## config.mk

```make
export PLATFORM = sky130hd
export DESIGN_NAME = power_status_frame_receiver_core
export DESIGN_NICKNAME = d
export VERILOG_FILES = /design/src/pfr_pkg.sv /design/src/power_status_frame_receiver_core.sv
export SDC_FILE = /design/constraint.sdc
export NUM_CORES = 1
export LEC_CHECK = 0
export BUFFER_PORTS_ARGS = -buffer_cell sky130_fd_sc_hd__clkbuf_2
export CAP_MARGIN = 20
export CELL_PAD_IN_SITES_DETAIL_PLACEMENT = 1
export CELL_PAD_IN_SITES_GLOBAL_PLACEMENT = 2
export CORE_MARGIN = 2
export CORE_UTILIZATION = 42
export CTS_CLUSTER_DIAMETER = 120
export DETAILED_ROUTE_END_ITERATION = 6
export HOLD_SLACK_MARGIN = 0.02
export PLACE_DENSITY_LB_ADDON = 0.3
export SLEW_MARGIN = 30
export SYNTH_ARGS = -nofsm -noshare
export SYNTH_HDL_FRONTEND = slang
export SYNTH_SLANG_ARGS = --single-unit
export TNS_END_PERCENT = 20
```

## constraint.sdc

```tcl
create_clock -name i_clk -period 11.15 [get_ports i_clk]
set_input_delay 1.115 -clock i_clk [delete_from_list [all_inputs] [get_ports i_clk]]
set_output_delay 1.115 -clock i_clk [all_outputs]
set_load 0.005 [all_outputs]
```

## src/pfr_pkg.sv

```systemverilog
`timescale 1ns / 1ps
`default_nettype none
// ----------------------------------------------------------------------------
// Power status frame receiver package
// Shared types, codes and defaults for the frame receiver.
// ----------------------------------------------------------------------------
package pfr_pkg;

    localparam int PENDING_MAX_DEF = 63;
    localparam int FRAME_LEN       = 9;

    localparam logic [15:0] TIMEOUT_LIMIT_RST   = 16'd500;
    localparam logic [5:0]  FLUSH_THRESHOLD_RST = 6'd20;

    localparam logic [7:0] HDR_BYTE0 = 8'd2;
    localparam logic [7:0] HDR_BYTE1 = 8'd7;
    localparam logic [7:0] RUN_MASK  = 8'h40;

    localparam logic OP_BYTE = 1'b0;
    localparam logic OP_TICK = 1'b1;

    localparam logic REG_TIMEOUT_LIMIT   = 1'b0;
    localparam logic REG_FLUSH_THRESHOLD = 1'b1;

    localparam logic [2:0] ST_NONE  = 3'd0;
    localparam logic [2:0] ST_OK    = 3'd1;
    localparam logic [2:0] ST_BAD   = 3'd2;
    localparam logic [2:0] ST_LEN   = 3'd3;
    localparam logic [2:0] ST_FLUSH = 3'd4;

    typedef struct packed {
        logic       opcode;
        logic [7:0] data_byte;
    } t_in_item;

    typedef struct packed {
        logic [2:0]  frame_status;
        logic [15:0] voltage;
        logic [15:0] current;
        logic        timeout_pulse;
    } t_out_item;

endpackage
`default_nettype wire

```

## src/power_status_frame_receiver_core.sv

```systemverilog
`timescale 1ns / 1ps
`default_nettype none
// ----------------------------------------------------------------------------
// Power status frame receiver core
// Collects serial bytes, closes frames on quiet ticks, checks 9-byte frames
// and latches voltage and current (zero when the run bit is clear); raises a link timeout pulse.
// ----------------------------------------------------------------------------
//  channel   direction  handshake                    payload
//  input     in         i_in_valid / o_in_stall      i_in_data  (t_in_item)
//  output    out        o_out_valid / i_out_stall    o_out_data (t_out_item)
//  config    in         APB psel/penable/pwrite      paddr, pwdata, prdata
//
//  One item per cycle unless the input is stalled; each transfer gives one result.
//  State updates at the accepting edge; result goes to an output register.
//  A skid register takes one result while the output is stalled; input
//  stalls only when the skid register is full.
//  Synchronous active-low reset; no clearing pass.
// ----------------------------------------------------------------------------
module power_status_frame_receiver_core
    import pfr_pkg::*;
#(
    parameter int PENDING_MAX = PENDING_MAX_DEF
) (
    input  wire logic      i_clk,
    input  wire logic      i_rst_n,
    input  wire logic      i_in_valid,
    output logic           o_in_stall,
    input  wire t_in_item  i_in_data,
    output logic           o_out_valid,
    input  wire logic      i_out_stall,
    output t_out_item      o_out_data,
    input  wire logic        psel,
    input  wire logic        penable,
    input  wire logic        pwrite,
    input  wire logic [2:0]  paddr,
    input  wire logic [31:0] pwdata,
    output logic      [31:0] prdata,
    output logic             pready
);

    localparam int PEND_W = $clog2(PENDING_MAX + 1);
    localparam int CMP_W  = (PEND_W > 6) ? PEND_W : 6;

    logic [15:0] r_timeout_limit;
    logic [5:0]  r_flush_thr;

    logic [7:0]        r_frame [FRAME_LEN];
    logic [PEND_W-1:0] r_pend, n_pend;
    logic [PEND_W-1:0] r_prev, n_prev;
    logic [15:0]       r_tick, n_tick;
    logic [15:0]       r_volt, n_volt;
    logic [15:0]       r_curr, n_curr;

    logic      r_out_vld, r_skid_vld;
    t_out_item r_out, r_skid;
    t_out_item res;

    logic       accept_in, out_fire, cfg_wr, is_final;
    logic [5:0] sum6;
    logic [15:0] tick_inc;

    // config port
    assign pready = 1'b1;
    assign cfg_wr = psel & penable & pwrite;

    always_ff @(posedge i_clk) begin
        if (!i_rst_n) begin
            r_timeout_limit <= TIMEOUT_LIMIT_RST;
            r_flush_thr     <= FLUSH_THRESHOLD_RST;
        end else if (cfg_wr) begin
            unique case (paddr[2])
                REG_TIMEOUT_LIMIT:   r_timeout_limit <= pwdata[15:0];
                REG_FLUSH_THRESHOLD: r_flush_thr     <= pwdata[5:0];
                default: ;
            endcase
        end
    end

    always_comb begin
        unique case (paddr[2])
            REG_TIMEOUT_LIMIT:   prdata = {16'd0, r_timeout_limit};
            REG_FLUSH_THRESHOLD: prdata = {26'd0, r_flush_thr};
            default:             prdata = 32'd0;
        endcase
    end

    // handshake
    assign o_in_stall  = r_skid_vld;
    assign accept_in   = i_in_valid & ~r_skid_vld;
    assign out_fire    = r_out_vld & ~i_out_stall;
    assign o_out_valid = r_out_vld;
    assign o_out_data  = r_out;

    // item processing
    assign sum6 = r_frame[2][5:0] + r_frame[3][5:0] + r_frame[4][5:0]
                + r_frame[5][5:0] + r_frame[6][5:0] + r_frame[7][5:0];
    assign is_final = (r_pend != '0) && (r_pend == r_prev);
    assign tick_inc = (r_tick != 16'hFFFF) ? r_tick + 16'd1 : r_tick;

    always_comb begin
        n_pend = r_pend;
        n_prev = r_prev;
        n_tick = r_tick;
        n_volt = r_volt;
        n_curr = r_curr;
        res.frame_status  = ST_NONE;
        res.timeout_pulse = 1'b0;
        if (i_in_data.opcode == OP_BYTE) begin
            if (r_pend < PEND_W'(PENDING_MAX)) begin
                n_pend = r_pend + PEND_W'(1);
            end
        end else if (is_final) begin
            n_pend = '0;
            n_tick = '0;
            if (r_pend != PEND_W'(FRAME_LEN)) begin
                res.frame_status = ST_LEN;
            end else if (r_frame[0] != HDR_BYTE0 || r_frame[1] != HDR_BYTE1
                         || sum6 != r_frame[8][5:0]) begin
                res.frame_status = ST_BAD;
            end else begin
                res.frame_status = ST_OK;
                if ((r_frame[8] & RUN_MASK) != 8'd0) begin
                    n_volt = {r_frame[4], r_frame[5]};
                    n_curr = {r_frame[6], r_frame[7]};
                end else begin
                    n_volt = '0;
                    n_curr = '0;
                end
            end
        end else begin
            n_prev = r_pend;
            n_tick = tick_inc;
            if (CMP_W'(r_pend) > CMP_W'(r_flush_thr)) begin
                n_pend = '0;
                res.frame_status = ST_FLUSH;
            end
            if (tick_inc > r_timeout_limit) begin
                res.timeout_pulse = 1'b1;
                n_tick = '0;
            end
        end
        res.voltage = n_volt;
        res.current = n_curr;
    end

    always_ff @(posedge i_clk) begin
        if (accept_in && i_in_data.opcode == OP_BYTE
            && r_pend < PEND_W'(FRAME_LEN)) begin
            r_frame[r_pend[3:0]] <= i_in_data.data_byte;
        end
    end

    always_ff @(posedge i_clk) begin
        if (!i_rst_n) begin
            r_pend <= '0;
            r_prev <= '0;
            r_tick <= '0;
            r_volt <= '0;
            r_curr <= '0;
        end else if (accept_in) begin
            r_pend <= n_pend;
            r_prev <= n_prev;
            r_tick <= n_tick;
            r_volt <= n_volt;
            r_curr <= n_curr;
        end
    end

    // output and skid registers
    always_ff @(posedge i_clk) begin
        if (!i_rst_n) begin
            r_out_vld  <= 1'b0;
            r_skid_vld <= 1'b0;
        end else if (!r_out_vld || out_fire) begin
            r_out_vld  <= r_skid_vld | accept_in;
            r_skid_vld <= 1'b0;
        end else if (accept_in) begin
            r_skid_vld <= 1'b1;
        end
    end

    always_ff @(posedge i_clk) begin
        if (!r_out_vld || out_fire) begin
            r_out <= r_skid_vld ? r_skid : res;
        end else if (accept_in) begin
            r_skid <= res;
        end
    end

    a_skid_needs_out: assert property (@(posedge i_clk) disable iff (!i_rst_n)
        r_skid_vld |-> r_out_vld)
        else $error("skid register full while output register empty");

    a_pend_bound: assert property (@(posedge i_clk) disable iff (!i_rst_n)
        r_pend <= PEND_W'(PENDING_MAX))
        else $error("pending count beyond its maximum");

    a_no_pulse_on_final: assert property (@(posedge i_clk) disable iff (!i_rst_n)
        (o_out_valid && o_out_data.timeout_pulse) |->
            (o_out_data.frame_status == ST_NONE || o_out_data.frame_status == ST_FLUSH))
        else $error("timeout pulse on a closing tick");

    a_stalled_out_holds: assert property (@(posedge i_clk) disable iff (!i_rst_n)
        (r_out_vld && i_out_stall) |=> (r_out_vld && $stable(r_out)))
        else $error("stalled result changed");

endmodule
`default_nettype wire
```

# Yosys cells after proc, flatten, opt, wreduce, memory -nomap -nowiden
# Memory sizes are Yosys's and may differ from the RTL's.
# Cells that the tools add are included.
[totals] mem_count=1 ramBits=72 ff_bits=156
[classes] n_reduce_logical=16 order_cmp=4 eq_ne=7 n_addsub=7 n_mux=29 bitwise=12
[memory_table] memory="r_frame" words=9 word_bits=8 read_ports=9 rd_clocked_by_memory_dff=0 wr=1 line_no="power_status_frame_receiver_core.sv:47" source="logic [7:0] r_frame [FRAME_LEN];"
[op_table] op="16-bit two-way mux" count=13
[op_table] op="32-bit one-hot mux with 2 select lines" count=1
[op_table] op="36-bit two-way mux" count=1
[op_table] op="6-bit adder" count=5
[op_table] op="6-bit two-way mux" count=4
[op_table] op="16-bit by 1-bit adder with 16-bit output, second input constant" count=1
[op_table] op="16-bit > comparator" count=1
[op_table] op="16-bit != test, second input constant" count=1
[op_table] op="3-bit two-way mux" count=3
[op_table] op="8-bit by 2-bit != test with 1-bit output, second input constant" count=1
[op_table] op="8-bit by 3-bit != test with 1-bit output, second input constant" count=1
[op_table] op="2-bit AND reduction" count=4
[op_table] op="1-bit inverter" count=7
[op_table] op="6-bit by 1-bit adder with 6-bit output, second input constant" count=1
[op_table] op="6-bit equality test" count=1
[op_table] op="6-bit > comparator" count=1
[op_table] op="6-bit by 4-bit less-than comparator with 1-bit output, second input constant" count=1
[op_table] op="6-bit less-than comparator, second input constant" count=1
[op_table] op="6-bit by 4-bit != test with 1-bit output, second input constant" count=1
[op_table] op="6-bit != test" count=1
[op_table] op="3-bit AND reduction" count=2
[op_table] op="6-bit nonzero test" count=1
[op_table] op="1-bit two-way mux" count=5
[op_table] op="1-bit AND" count=4
[op_table] op="8 further kinds" count=13

# Longest topological paths before layout
# An unclocked memory read counts as a cell.
[depth] word_depth=13 mapped_depth=18

# Worst setup path after synthesis
# No wires, ideal clock.
[synth_timing] path_kind="reg-to-reg" from="memory r_frame[2][2]" to="register r_out (netlist bit o_out_data[32]), data pin" synth_period_minus_slack_ps=4731 setup_time_ps=260 slack_ps=6419 t_required_ps=10890 n_path_buf=2 arrival_ps=4471 stages_incl_launch_ff=17 path_cell_list="edfxtp_1 > fa_1 > inv_1 > fa_1 > fa_1 > inv_1 > ha_1 > inv_1 > fa_1 > xor2_1 > nand4_1 > or3_1 > or4_1 > clkbuf_2 > buf_6 > mux2_2 > mux2_2"
[synth_lines] element="start: declaration" line_no="power_status_frame_receiver_core.sv:47"
[synth_lines] element="end signal: assignment" line_no="power_status_frame_receiver_core.sv:184" source="r_out <= r_skid_vld ? r_skid : res;"
[synth_lines] element="end: declaration" line_no="power_status_frame_receiver_core.sv:55" source="t_out_item r_out, r_skid;"

==> summary.md <==
| Metric | Value |
|---|---|
| DR vias | `6737` |
| Hpwl dp | `16400 µm` |
| Row count | `58` |
| Mean routed wirelength per cell | `17.4 µm` |
| CTS Hold Bufs | `0` |
| Area Growth Syn to Fin | `14.1%` |
| Postcts setup bufs | `0` |
| Largest net degree at the start of global routing | `70` |
| Die Footprint | `26500 µm²` |
| Worst vdd ir | `0.0000943 V` |
| Post-Syn Instances | `921` |
| Drt pass-1 iters | `5` |
| RSZ-0062 raised after global routing | `false` |
| Total track usage | `18.0%` |
| Hold Crit Class | `reg -> reg` |
| Global-route wire length before repair | `37600 µm` |
| DIE WIDTH | `163 µm` |
| Post-synth EDFFs | `139` |
| Yosys Warn Count | `0` |
| Synth Cell Area | `10600 µm²` |
| Antenna Nets Post-Route | `0` |
| Crit path DAT | `5750 ps` |
| Critical path required time | `11400 ps` |
| Grt total ovfl | `0` |
| # setup viols final | `0` |
| Placed cell areas | `11300 µm²` |
| Critical Path Sink Type | `flop` |
| Post-Route WL | `23500 µm` |
| Initial antenna violation count | `0` |
| Minimum clock period | `5500 ps` |
| Ys async rst share | `0%` |
| Ant. Diodes | `0` |
| Max-slew headroom | `35.9%` |
| Final Cycle Share | `49.4%` |
| Die height | `163 µm` |
| Element type at the critical path start | `flop` |
| Post-CTS sizing | `0` |
| Overall power consumption | `1.77 mW` |
| # Max-Cap Violations | `0` |
| Final-report max-slew violation count | `0` |
| Synth unique cells | `50` |
| Primary FF master, synth | `edfxtp_1` |
| CTS H-tree lvls | `1` |
| Slew at the pin closest to its max-slew limit | `958 ps` |
| Clock root cell | `clkbuf_16` |
| Clock-pin slew on the worst setup and hold paths | `60 ps` |
| PortBufs | `86` |
| Skew final | `16.8 ps` |
| Clk sinks | `223` |
| #FFs+latches synth | `223` |
| Sequential cell area fraction in the yosys report | `55.3%` |
| Critical path peak fanout | `32` |
| Clk buf depth | `3` |
| # fillers | `2731` |
| CORE AREA | `25000 µm²` |
| FMAX | `182 MHz` |
| TritonCTS Buffers | `25` |
| DR iter-0 viols | `271` |
| Setup TNS | `0 ps` |
| Final net count | `1102` |
| Io pins | `122` |
| Initial core utilization | `42.4%` |
| Clk_lat worst skew | `510 ps` |
| Gp weighted congestion | `0.783` |
| Hold Fails Final Rpt | `0` |
| Vias per cell | `5.00` |
| Vias in the first global route | `6994` |
| Final Instance Area | `12100 µm²` |
| Setup CP Type | `reg -> reg` |
| Share of layout cells above drive strength 1 | `21.0%` |
| Synthesized area per cell | `11.5 µm²` |
| Drc violations | `0` |
| CTS tree | `built` |
| Pwr dens | `147 nW/µm²` |
| Leak | `4.92 nW` |
| Status | `complete, no violations` |
through the flow:
| step | setup slack [ps] | instances | utilization, % | hold WS [ps] |
|---|---|---|---|---|
| final | 5650 | 1348 | 48.4 | 447 |
| after floorplan | 6420 | 936 | - | 427 |
| after global routing | 5450 | 1348 | 48.4 | 463 |
| after CTS | 5580 | 1348 | 48.4 | 451 |
| after detailed placement | 5630 | 1303 | 45.2 | 443 |
| after global placement | 5680 | 1302 | 45.0 | 434 |
cells in the mapped netlist, types with 8 or more instances:
library cell | number | area share [%]
a21boi_0 | 33 | 2.3
a21boi_1 | 11 | 0.78
a21o_1 | 11 | 0.78
a21oi_1 | 21 | 0.99
and2_1 | 40 | 2.4
buf_4 | 17 | 1.2
clkbuf_1 | 30 | 1.1
dfxtp_1 | 84 | 16
edfxtp_1 | 139 | 39
fa_1 | 19 | 3.6
ha_1 | 32 | 3.8
inv_1 | 51 | 1.8
mux2_2 | 67 | 7.1
mux2i_1 | 10 | 0.95
nand2_1 | 142 | 5.0
nand3_1 | 23 | 1.1
nand4_1 | 8 | 0.47
nor2_1 | 42 | 1.5
nor2b_1 | 15 | 0.89
o21ai_0 | 13 | 0.61
xnor2_1 | 21 | 1.7
xor2_1 | 12 | 0.99
where the power goes:
part / internal [mW] / switching [mW]
logic: 0.0269 / 0.0459
clock network: 0.478 / 0.324
registers: 0.888 / 0.00694
sequential cells by signal, summed over array words and instances (netlist names):
name             cells
o_in_stall           1
o_out_data          36
o_out_valid          1
r_curr              16
r_flush_thr          6
r_frame             67
r_pend               6
r_prev               6
r_skid              36
r_tick              16
r_timeout_limit     16
r_volt              16
cell type report:
type,count,area (µm²),area share (%)
Clock buffer,26,629,5.21
Clock inverter,19,173,1.43
Inverter,51,191,1.59
Multi-Input combinational cell,607,4320,35.7
Sequential cell,223,5860,48.5
Tap cell,330,413,3.42
Timing Repair Buffer,92,495,4.10
layout by cell type, fill, tap and decap left out, types with 3 or more instances in the layout:
cell type     n
and2_1       40
nor3_1        5
clkbuf_2     86
a21boi_1     11
o211ai_1      6
buf_4         5
or2_2         6
a22o_1        6
mux2i_1      10
ha_1         32
inv_1        51
fa_1         19
nor2b_1      15
and3_1        7
edfxtp_1    139
nand2_1     141
xnor2_1      21
nor2_1       41
clkinv_2      8
clkinv_1      4
conb_1       17
o31ai_1       6
a21o_1       11
nand4_1       8
a21oi_1      21
mux2_2       67
o21a_1        5
clkbuf_16    25
xor2_1       12
a21boi_0     33
clkinvlp_4    3
nor4_1        3
nand3_1      23
dfxtp_1      83
bufinv_16     3
o21ai_0      13
path summary, 6_finish.rpt:
path / from / end / slack, ps / cells after the start
hold reg to reg: r_curr[0] / r_curr[0] / 450 / 2
setup / recovery: r_frame[4][2] / o_out_data[4] / 5650 / 14
hold / removal: r_curr[0] / r_curr[0] / 450 / 2
setup reg to reg: r_frame[4][2] / o_out_data[4] / 5650 / 14
cell families (layout without fill, tap and decap cells):
family          after synthesis  count (layout)  synth area share (%)
mux                          77              77                  8.07
buf+inv                     106             188                  4.63
fa+ha+maj                    51              51                  7.38
xor+xnor                     33              33                  2.73
simple gates                310             310                  14.0
flops                       223             223                  55.3
other cells                   2              17                0.0710
compound gates              119             119                  7.74
critical path, stage by stage, from the launching register on:
cell and delay, ps:
edfxtp_1 450, fa_1 560, inv_1 50, fa_1 490, fa_1 560, inv_1 50
ha_1 210, inv_1 70, fa_1 420, xor2_1 180, nand4_1 140, or3_1 350
or4_2 980, mux2_2 450, mux2_2 270
metal layers:
| metal | global-route usage (%) | share of wire, % | vias to the layer above |
|---|---|---|---|
| met3 | 3.13 | 3.8 | 37 |
| met2 | 32.1 | 50 | 119 |
| met5 | 0 | 0 | - |
| met4 | 5.31 | 2.2 | 0 |
| li1 | - | - | 3319 |
| met1 | 22.3 | 44 | 3262 |
No activity file was read; power rests on OpenSTA's default activity.
